[config.mk]
export PLATFORM = sky130hd
export DESIGN_NAME = held_key_repeat_scheduler_unit
export DESIGN_NICKNAME = d
export VERILOG_FILES = /design/src/hdl/hkrs_pkg.sv /design/src/hdl/held_key_repeat_scheduler_unit.sv
export SDC_FILE = /design/constraint.sdc
export NUM_CORES = 1
export LEC_CHECK = 0
export BUFFER_PORTS_ARGS = -buffer_cell sky130_fd_sc_hd__buf_2
export CORE_MARGIN = 10
export CORE_UTILIZATION = 30
export CTS_CLUSTER_DIAMETER = 80
export DETAILED_ROUTE_END_ITERATION = 16
export PLACE_DENSITY = 0.48
export SETUP_SLACK_MARGIN = 0.5
export SYNTH_ARGS = -nofsm -noshare
export SYNTH_HDL_FRONTEND = slang
export SYNTH_SLANG_ARGS = --single-unit
[constraint.sdc]
create_clock -name clk -period 9.55 [get_ports clk]
set_input_delay 1.91 -clock clk [delete_from_list [all_inputs] [get_ports clk]]
set_output_delay 1.91 -clock clk [all_outputs]
set_load 0.02 [all_outputs]
[src/hdl/hkrs_pkg.sv]
// Shared types and constants for the held-key repeat scheduler.
// No dependencies.
package hkrs_pkg;

  localparam int SLOTS_DEF   = 8;
  localparam int CATCHUP_DEF = 4;
  localparam logic [9:0] MAX_RATE_RESET = 10'd100;
  localparam logic [9:0] MS_PER_S = 10'd1000;

  localparam logic [1:0] OP_START   = 2'd0;
  localparam logic [1:0] OP_RELEASE = 2'd1;
  localparam logic [1:0] OP_TICK    = 2'd2;

  localparam logic [1:0] K_DISPATCH = 2'd0;
  localparam logic [1:0] K_ON       = 2'd1;
  localparam logic [1:0] K_OFF      = 2'd2;
  localparam logic [1:0] K_STATUS   = 2'd3;

  localparam logic [1:0] ST_OK       = 2'd0;
  localparam logic [1:0] ST_BAD_RATE = 2'd1;
  localparam logic [1:0] ST_FULL     = 2'd2;
  localparam logic [1:0] ST_NO_KEY   = 2'd3;

endpackage

[src/hdl/held_key_repeat_scheduler_unit.sv]
// Held-key repeat scheduler: slot table, sequencer and one shared subtract/compare unit.
// Depends on hkrs_pkg.
//
// channel | dir | handshake             | payload
// in      | in  | in_valid / in_ready   | op key_row key_col action rate_hz now_ms
// out     | out | out_valid / out_ready | kind out_action status last
// cfg     | in  | cfg_we                | cfg_data (max_rate_hz)
//
// Start: the ceil(1000/hz) restoring divider (one quotient bit a cycle through the shared
// subtractor), a search of the slots (key, then free slot), the slot write and the result
// beats, each loaded and then held until out_ready takes it.
// Release: a search of the slots plus beats. Tick: a scan of the slots, and for each firing
// a compare, a load and a wait. in_ready returns the cycle after the status beat.
// rst clears the table and the sequencer. A stalled output holds the sequencer in place.
module held_key_repeat_scheduler_unit
  import hkrs_pkg::*;
#(
  parameter int SLOTS         = SLOTS_DEF,
  parameter int CATCHUP_LIMIT = CATCHUP_DEF
) (
  input  logic        clk,
  input  logic        rst,
  input  logic        in_valid,
  output logic        in_ready,
  input  logic [1:0]  op,
  input  logic [7:0]  key_row,
  input  logic [7:0]  key_col,
  input  logic [15:0] action,
  input  logic [15:0] rate_hz,
  input  logic [15:0] now_ms,
  output logic        out_valid,
  input  logic        out_ready,
  output logic [1:0]  kind,
  output logic [15:0] out_action,
  output logic [1:0]  status,
  output logic        last,
  input  logic        cfg_we,
  input  logic [9:0]  cfg_data
);

  localparam int SW = (SLOTS > 1) ? $clog2(SLOTS) : 1;
  localparam int CW = $clog2(CATCHUP_LIMIT + 1);
  localparam logic [CW-1:0] CLIM = CW'(CATCHUP_LIMIT);
  localparam logic [SW-1:0] SMAX = SW'(SLOTS - 1);
  localparam logic [9:0] DIVIDEND = MS_PER_S - 10'd1;

  typedef enum logic [3:0] {
    S_IDLE, S_DIV, S_DISP, S_FIND, S_FREE, S_OFF, S_ON, S_WRITE,
    S_REL, S_TICK, S_TFIRE, S_STAT, S_WAIT
  } state_t;

  state_t state, ret;
  logic [9:0] max_rate;

  logic [SLOTS-1:0] sa;
  logic [7:0]  sr   [SLOTS];
  logic [7:0]  sc   [SLOTS];
  logic [15:0] sact [SLOTS];
  logic [9:0]  siv  [SLOTS];
  logic [15:0] slf  [SLOTS];

  logic [7:0]  r_row, r_col;
  logic [15:0] r_act, r_hz, r_now;
  logic [1:0]  r_st;
  logic [SW-1:0] idx, hit;
  logic [CW-1:0] cnt;
  // divider: quotient shifts into q, remainder in rem
  logic [9:0]  q;
  logic [16:0] rem;
  logic [3:0]  bitn;

  // shared subtractor
  logic [16:0] sub_a, sub_b, sub_d;
  always_comb begin
    sub_a = 17'(slf[idx]);
    sub_b = '0;
    if (state == S_DIV) begin
      sub_a = {rem[15:0], DIVIDEND[bitn]};
      sub_b = {1'b0, r_hz};
    end else begin
      sub_a = {1'b0, r_now};
      sub_b = {1'b0, slf[idx]};
    end
    sub_d = sub_a - sub_b;
  end

  logic [15:0] elapsed;
  assign elapsed = sub_d[15:0];
  logic div_ge;
  assign div_ge = !sub_d[16];
  logic last_slot;
  assign last_slot = (idx == SMAX);
  logic key_match;
  assign key_match = sa[idx] && sr[idx] == r_row && sc[idx] == r_col;

  assign in_ready = (state == S_IDLE) && !out_valid;

  always_ff @(posedge clk) begin
    if (rst) begin
      state <= S_IDLE;
      ret <= S_IDLE;
      out_valid <= 1'b0;
      max_rate <= MAX_RATE_RESET;
      sa <= '0;
      for (int i = 0; i < SLOTS; i++) begin
        sr[i] <= '0; sc[i] <= '0; sact[i] <= '0; siv[i] <= '0; slf[i] <= '0;
      end
    end else begin
      if (cfg_we) max_rate <= cfg_data;
      if (out_valid && out_ready) out_valid <= 1'b0;
      case (state)
        S_IDLE: begin
          if (in_valid && in_ready) begin
            r_row <= key_row; r_col <= key_col;
            r_act <= action; r_hz <= rate_hz; r_now <= now_ms;
            r_st <= ST_OK; idx <= '0; cnt <= '0;
            q <= '0; rem <= '0; bitn <= 4'd9;
            case (op)
              OP_START: begin
                if (rate_hz == 16'd0 || rate_hz > 16'(max_rate)) begin
                  r_st <= ST_BAD_RATE;
                  state <= S_STAT;
                end else state <= S_DIV;
              end
              OP_RELEASE: state <= S_REL;
              OP_TICK:    state <= S_TICK;
              default:    state <= S_STAT;
            endcase
          end
        end
        S_DIV: begin
          // ceil(1000/hz) = floor(999/hz)+1: restoring divide over the 10 bits of 999
          if (div_ge) rem <= {1'b0, sub_d[15:0]};
          else rem <= {rem[15:0], DIVIDEND[bitn]};
          q <= {q[8:0], div_ge};
          if (bitn == 4'd0) state <= S_DISP;
          else bitn <= bitn - 4'd1;
        end
        S_DISP: begin
          q <= q + 10'd1;
          kind <= K_DISPATCH; out_action <= r_act; status <= ST_OK; last <= 1'b0;
          out_valid <= 1'b1;
          state <= S_WAIT; ret <= S_FIND;
        end
        S_FIND: begin
          if (key_match) begin
            hit <= idx;
            if (sact[idx] == r_act) state <= S_WRITE;
            else state <= S_OFF;
          end else if (last_slot) begin
            idx <= '0; state <= S_FREE;
          end else idx <= idx + 1'b1;
        end
        S_FREE: begin
          if (!sa[idx]) begin
            hit <= idx; state <= S_ON;
          end else if (last_slot) begin
            r_st <= ST_FULL; state <= S_STAT;
          end else idx <= idx + 1'b1;
        end
        S_OFF: begin
          kind <= K_OFF; out_action <= sact[hit]; status <= ST_OK; last <= 1'b0;
          out_valid <= 1'b1;
          state <= S_WAIT; ret <= S_ON;
        end
        S_ON: begin
          kind <= K_ON; out_action <= r_act; status <= ST_OK; last <= 1'b0;
          out_valid <= 1'b1;
          state <= S_WAIT; ret <= S_WRITE;
        end
        S_WRITE: begin
          sa[hit] <= 1'b1; sr[hit] <= r_row; sc[hit] <= r_col;
          sact[hit] <= r_act; siv[hit] <= q; slf[hit] <= r_now;
          state <= S_STAT;
        end
        S_REL: begin
          if (key_match) begin
            sa[idx] <= 1'b0; sr[idx] <= '0; sc[idx] <= '0;
            sact[idx] <= '0; siv[idx] <= '0; slf[idx] <= '0;
            kind <= K_OFF; out_action <= sact[idx]; status <= ST_OK; last <= 1'b0;
            out_valid <= 1'b1;
            state <= S_WAIT; ret <= S_STAT;
          end else if (last_slot) begin
            r_st <= ST_NO_KEY; state <= S_STAT;
          end else idx <= idx + 1'b1;
        end
        S_TICK: begin
          if (sa[idx] && cnt != CLIM && elapsed >= 16'(siv[idx])) begin
            slf[idx] <= slf[idx] + 16'(siv[idx]);
            cnt <= cnt + 1'b1;
            state <= S_TFIRE;
          end else if (last_slot) state <= S_STAT;
          else begin
            idx <= idx + 1'b1; cnt <= '0;
          end
        end
        S_TFIRE: begin
          kind <= K_DISPATCH; out_action <= sact[idx]; status <= ST_OK; last <= 1'b0;
          out_valid <= 1'b1;
          state <= S_WAIT; ret <= S_TICK;
        end
        S_STAT: begin
          kind <= K_STATUS; out_action <= '0; status <= r_st; last <= 1'b1;
          out_valid <= 1'b1;
          state <= S_WAIT; ret <= S_IDLE;
        end
        S_WAIT: begin
          // hold until the beat is taken
          if (out_valid && out_ready) state <= ret;
        end
        default: state <= S_IDLE;
      endcase
    end
  end

`ifndef ASSERT_OFF
  a_busy_not_ready: assert property (@(posedge clk) disable iff (rst)
    (state != S_IDLE) |-> !in_ready) else $error("ready while busy");
  a_wait_has_beat: assert property (@(posedge clk) disable iff (rst)
    (state == S_WAIT && !$past(state == S_WAIT)) |-> out_valid) else $error("no beat");
  a_last_status: assert property (@(posedge clk) disable iff (rst)
    out_valid |-> (last == (kind == K_STATUS))) else $error("last mismatch");
  a_idle_after_last: assert property (@(posedge clk) disable iff (rst)
    (out_valid && out_ready && last) |=> (state == S_IDLE)) else $error("not idle");
`endif

endmodule

==> impl_metrics.ini <==
[sta]
hold_viol_final = 0
setup-tns-final_ns = 0
setup_violations = 0
skew_ns = 0.02808
tightestPinTransition_ns = 1.229
period_needed_ns = 7.985
drv_slew = 0
fin_crit_sh_pct = 83.61
rsz0062_at_grt = false
slew_headroom_pct = 17.52
fmax_mhz = 125.2

[worst_setup_path]
required_ns = 9.81
r2r_cells = 21
reg2reg_from = state[0]
endpoint_kind = flip-flop
r2r_setup_slack_ns = 1.57
cp_max_fo = 40
start_kind = flip-flop
crit_arrival_ns = 8.24
worstSetupPathType = flip-flop to flip-flop
r2r-end = slf[6][7]
worstSetupEndpoint = slf[6][7]
cp-startpoint = state[0]

[die]
die_y_um = 341.2
dieArea_um2 = 116400
core_area_um2 = 102200
fp.dieW_um = 341.2
initial_utilization_pct = 30.30
num_rows = 117
ios = 104

[placed_design]
io_buffers = 103
place.gp.congestion = 0.8220
hpwlAfterDp_um = 57890

[global_route]
grt_max_degree = 82
grt_pass1_vias = 21220
grt_pass1_wl_um = 139600
antenna_found_initial = 2
grt_use_total_pct = 15.76
gr-total-overflow = 0

[logic_synthesis]
synthArstFlopShare_pct = 0
ys_seq_elements = 624
synth_warnings = 0
synth_edf_count = 590
synth_top_flop_cell = edfxtp_1
syn_nets = 2538
synth.avg_cell_area_um2 = 12.92
synthCells = 2397
yosysUniqueCellTypes = 79
synth-seq-area-share_pct = 59.43
synth_area_um2 = 30960

[pwr]
p_per_area_nw_per_um2 = 292.1
vdd_drop_max_mv = 0.3217
pwr-share-comb_pct = 39.3
p_leak_uw = 0.01228
swShare_pct = 38.00
internal_power_uw = 6382
seqPwrFrac_pct = 35.3
clkPwrFrac_pct = 25.4
p_sw_uw = 3911

[drt]
initialDrtViolationCount = 1598
drt_pass1_iterations = 5
post-route-drc-count = 0
via_per_inst = 5.237
num_vias = 20370
finalWirelength_um = 93920
wl_per_cell_um = 24.15
ant_nets = 0

[clock_network]
cts_buffers = 71
postCtsSetupBuffers = 0
clk-insertion-delay-late_ns = 0.63
root_buffer = clkbuf_16
cts_hold_buffers = 0
clk_pin_slew_ns = 0.06
cts_sinks = 624
cts_resized = 0
cts_tree = built
cts_max_level = 3
cts_buffer_depth = 3

[finish]
n_antenna_cell = 0
drive_gt1_share_pct = 19.20
final_common_cell = edfxtp_1
fin_util_pct = 34.48
fin_nets = 2608
final_cell_mix = edfxtp_1, nor2_1, nand2_1, mux4_2, buf_2
syn_to_final_growth_pct = 13.82

[outcome]
status = finished, final reports clean

[run]
drv_cap = 0

[min_path]
hold_path_class = flip-flop to flip-flop
-- cell usage after synthesis (all sizes together), types with 12 or more instances --
cell,count,area share [%]
nand2,188,2.3
dfxtp,34,2.2
nor4,12,0.28
nor3,72,1.3
edfxtp,590,57
xor2,14,0.40
mux2,29,1.1
a211oi,44,1.2
and2,19,0.38
buf,65,1.1
mux2i,102,3.3
nand3,26,0.44
nor2,467,5.7
ha,58,2.3
a21o,17,0.41
mux4,144,10
inv,53,0.64
a21oi,91,1.5
nand2b,18,0.36
xnor2,45,1.3
a31oi,16,0.46
o21ai,77,1.2
clkbuf,83,1.0
-- worst max-delay path: stages (launching register included) --
cell and delay, ns:
dfxtp_1 0.77, nor2b_1 0.53, nand2_2 0.55, o21ai_0 0.47
inv_1 0.10, fa_1 0.43, nand2b_1 0.19, a21o_1 0.20
nand2_1 0.11, nand3_1 0.09, nand2_1 0.10, xor2_1 0.21
ha_1 0.28, nand3_1 0.09, a21oi_1 0.04, a221oi_1 0.39
o221ai_1 0.23, nor4_2 0.31, buf_4 0.27, a21o_1 0.71
nand3_1 0.71, nand3_1 0.81
-- cells by family after synthesis --
family	Yosys count	share of synthesized area, %
muxes	275	14.83
and+or+nand+nor	856	12.04
AOI/OAI and AO/OA	320	6.770
buffers and inverters	203	2.789
xor gates and xnor gates	59	1.669
adders and majority gates	60	2.473
DFF	624	59.43
-- state kept, by name, indices dropped and copies added (netlist names), 16 cells and up, named ones only --
signal / flops
r_act: 16
out_action: 16
slf: 128
siv: 80
rem: 16
r_now: 16
r_hz: 16
sact: 128
sc: 64
sr: 64
-- per-layer routing --
layer  vias up  wire, um  GRT usage (%)
met4         0      2305          4.440
met5         -         0              0
met3       141      5708          2.692
met1     10400     40250          20.70
li1       9138         -              -
met2       686     45650          26.57
-- worst min path at each step --
stage	to	slack [ns]	cells past startpoint	startpoint
floorplan	ret[1]	0.43	2	ret[1]
global placement	ret[3]	0.45	2	ret[3]
detailed placement	ret[1]	0.46	2	ret[1]
CTS	ret[3]	0.47	2	ret[3]
global route	sa[3]	0.50	2	sa[3]
finish	ret[1]	0.47	2	ret[1]
-- area by class of cell --
| type | instances | area (um2) |
|---|---|---|
| well taps | 1368 | 1712 |
| clock buffers | 88 | 1872 |
| clock inverters | 39 | 304.0 |
| repair buffers | 145 | 855.8 |
| flip-flops and latches | 624 | 18410 |
| inverters | 55 | 207.7 |
| fillers | 10120 | 66940 |
| multi-input cells | 1570 | 11870 |
-- stage by stage --
stage	hold WS [ns]	cell area, um2	cells	total power (uW)	worst slack, ns
floorplan	0.4297	30960	2397	6503	1.850
global placement	0.4515	33060	3762	7711	1.995
detailed placement	0.4635	33060	3762	7745	1.656
CTS	0.4728	35240	3889	10380	1.657
global route	0.4964	35240	3889	10900	0.9837
finish	0.4744	35240	3889	10290	1.566
-- power by group through the flow --
stage | sequential (uW) | clock (uW) | combinational (uW)
global placement | 3690 | 0 | 4030
floorplan | 3470 | 0 | 3040
CTS | 3640 | 2670 | 4070
detailed placement | 3690 | 0 | 4050
global route | 3670 | 2770 | 4450
finish | 3630 | 2610 | 4050
(Power assumes the default switching activity.)
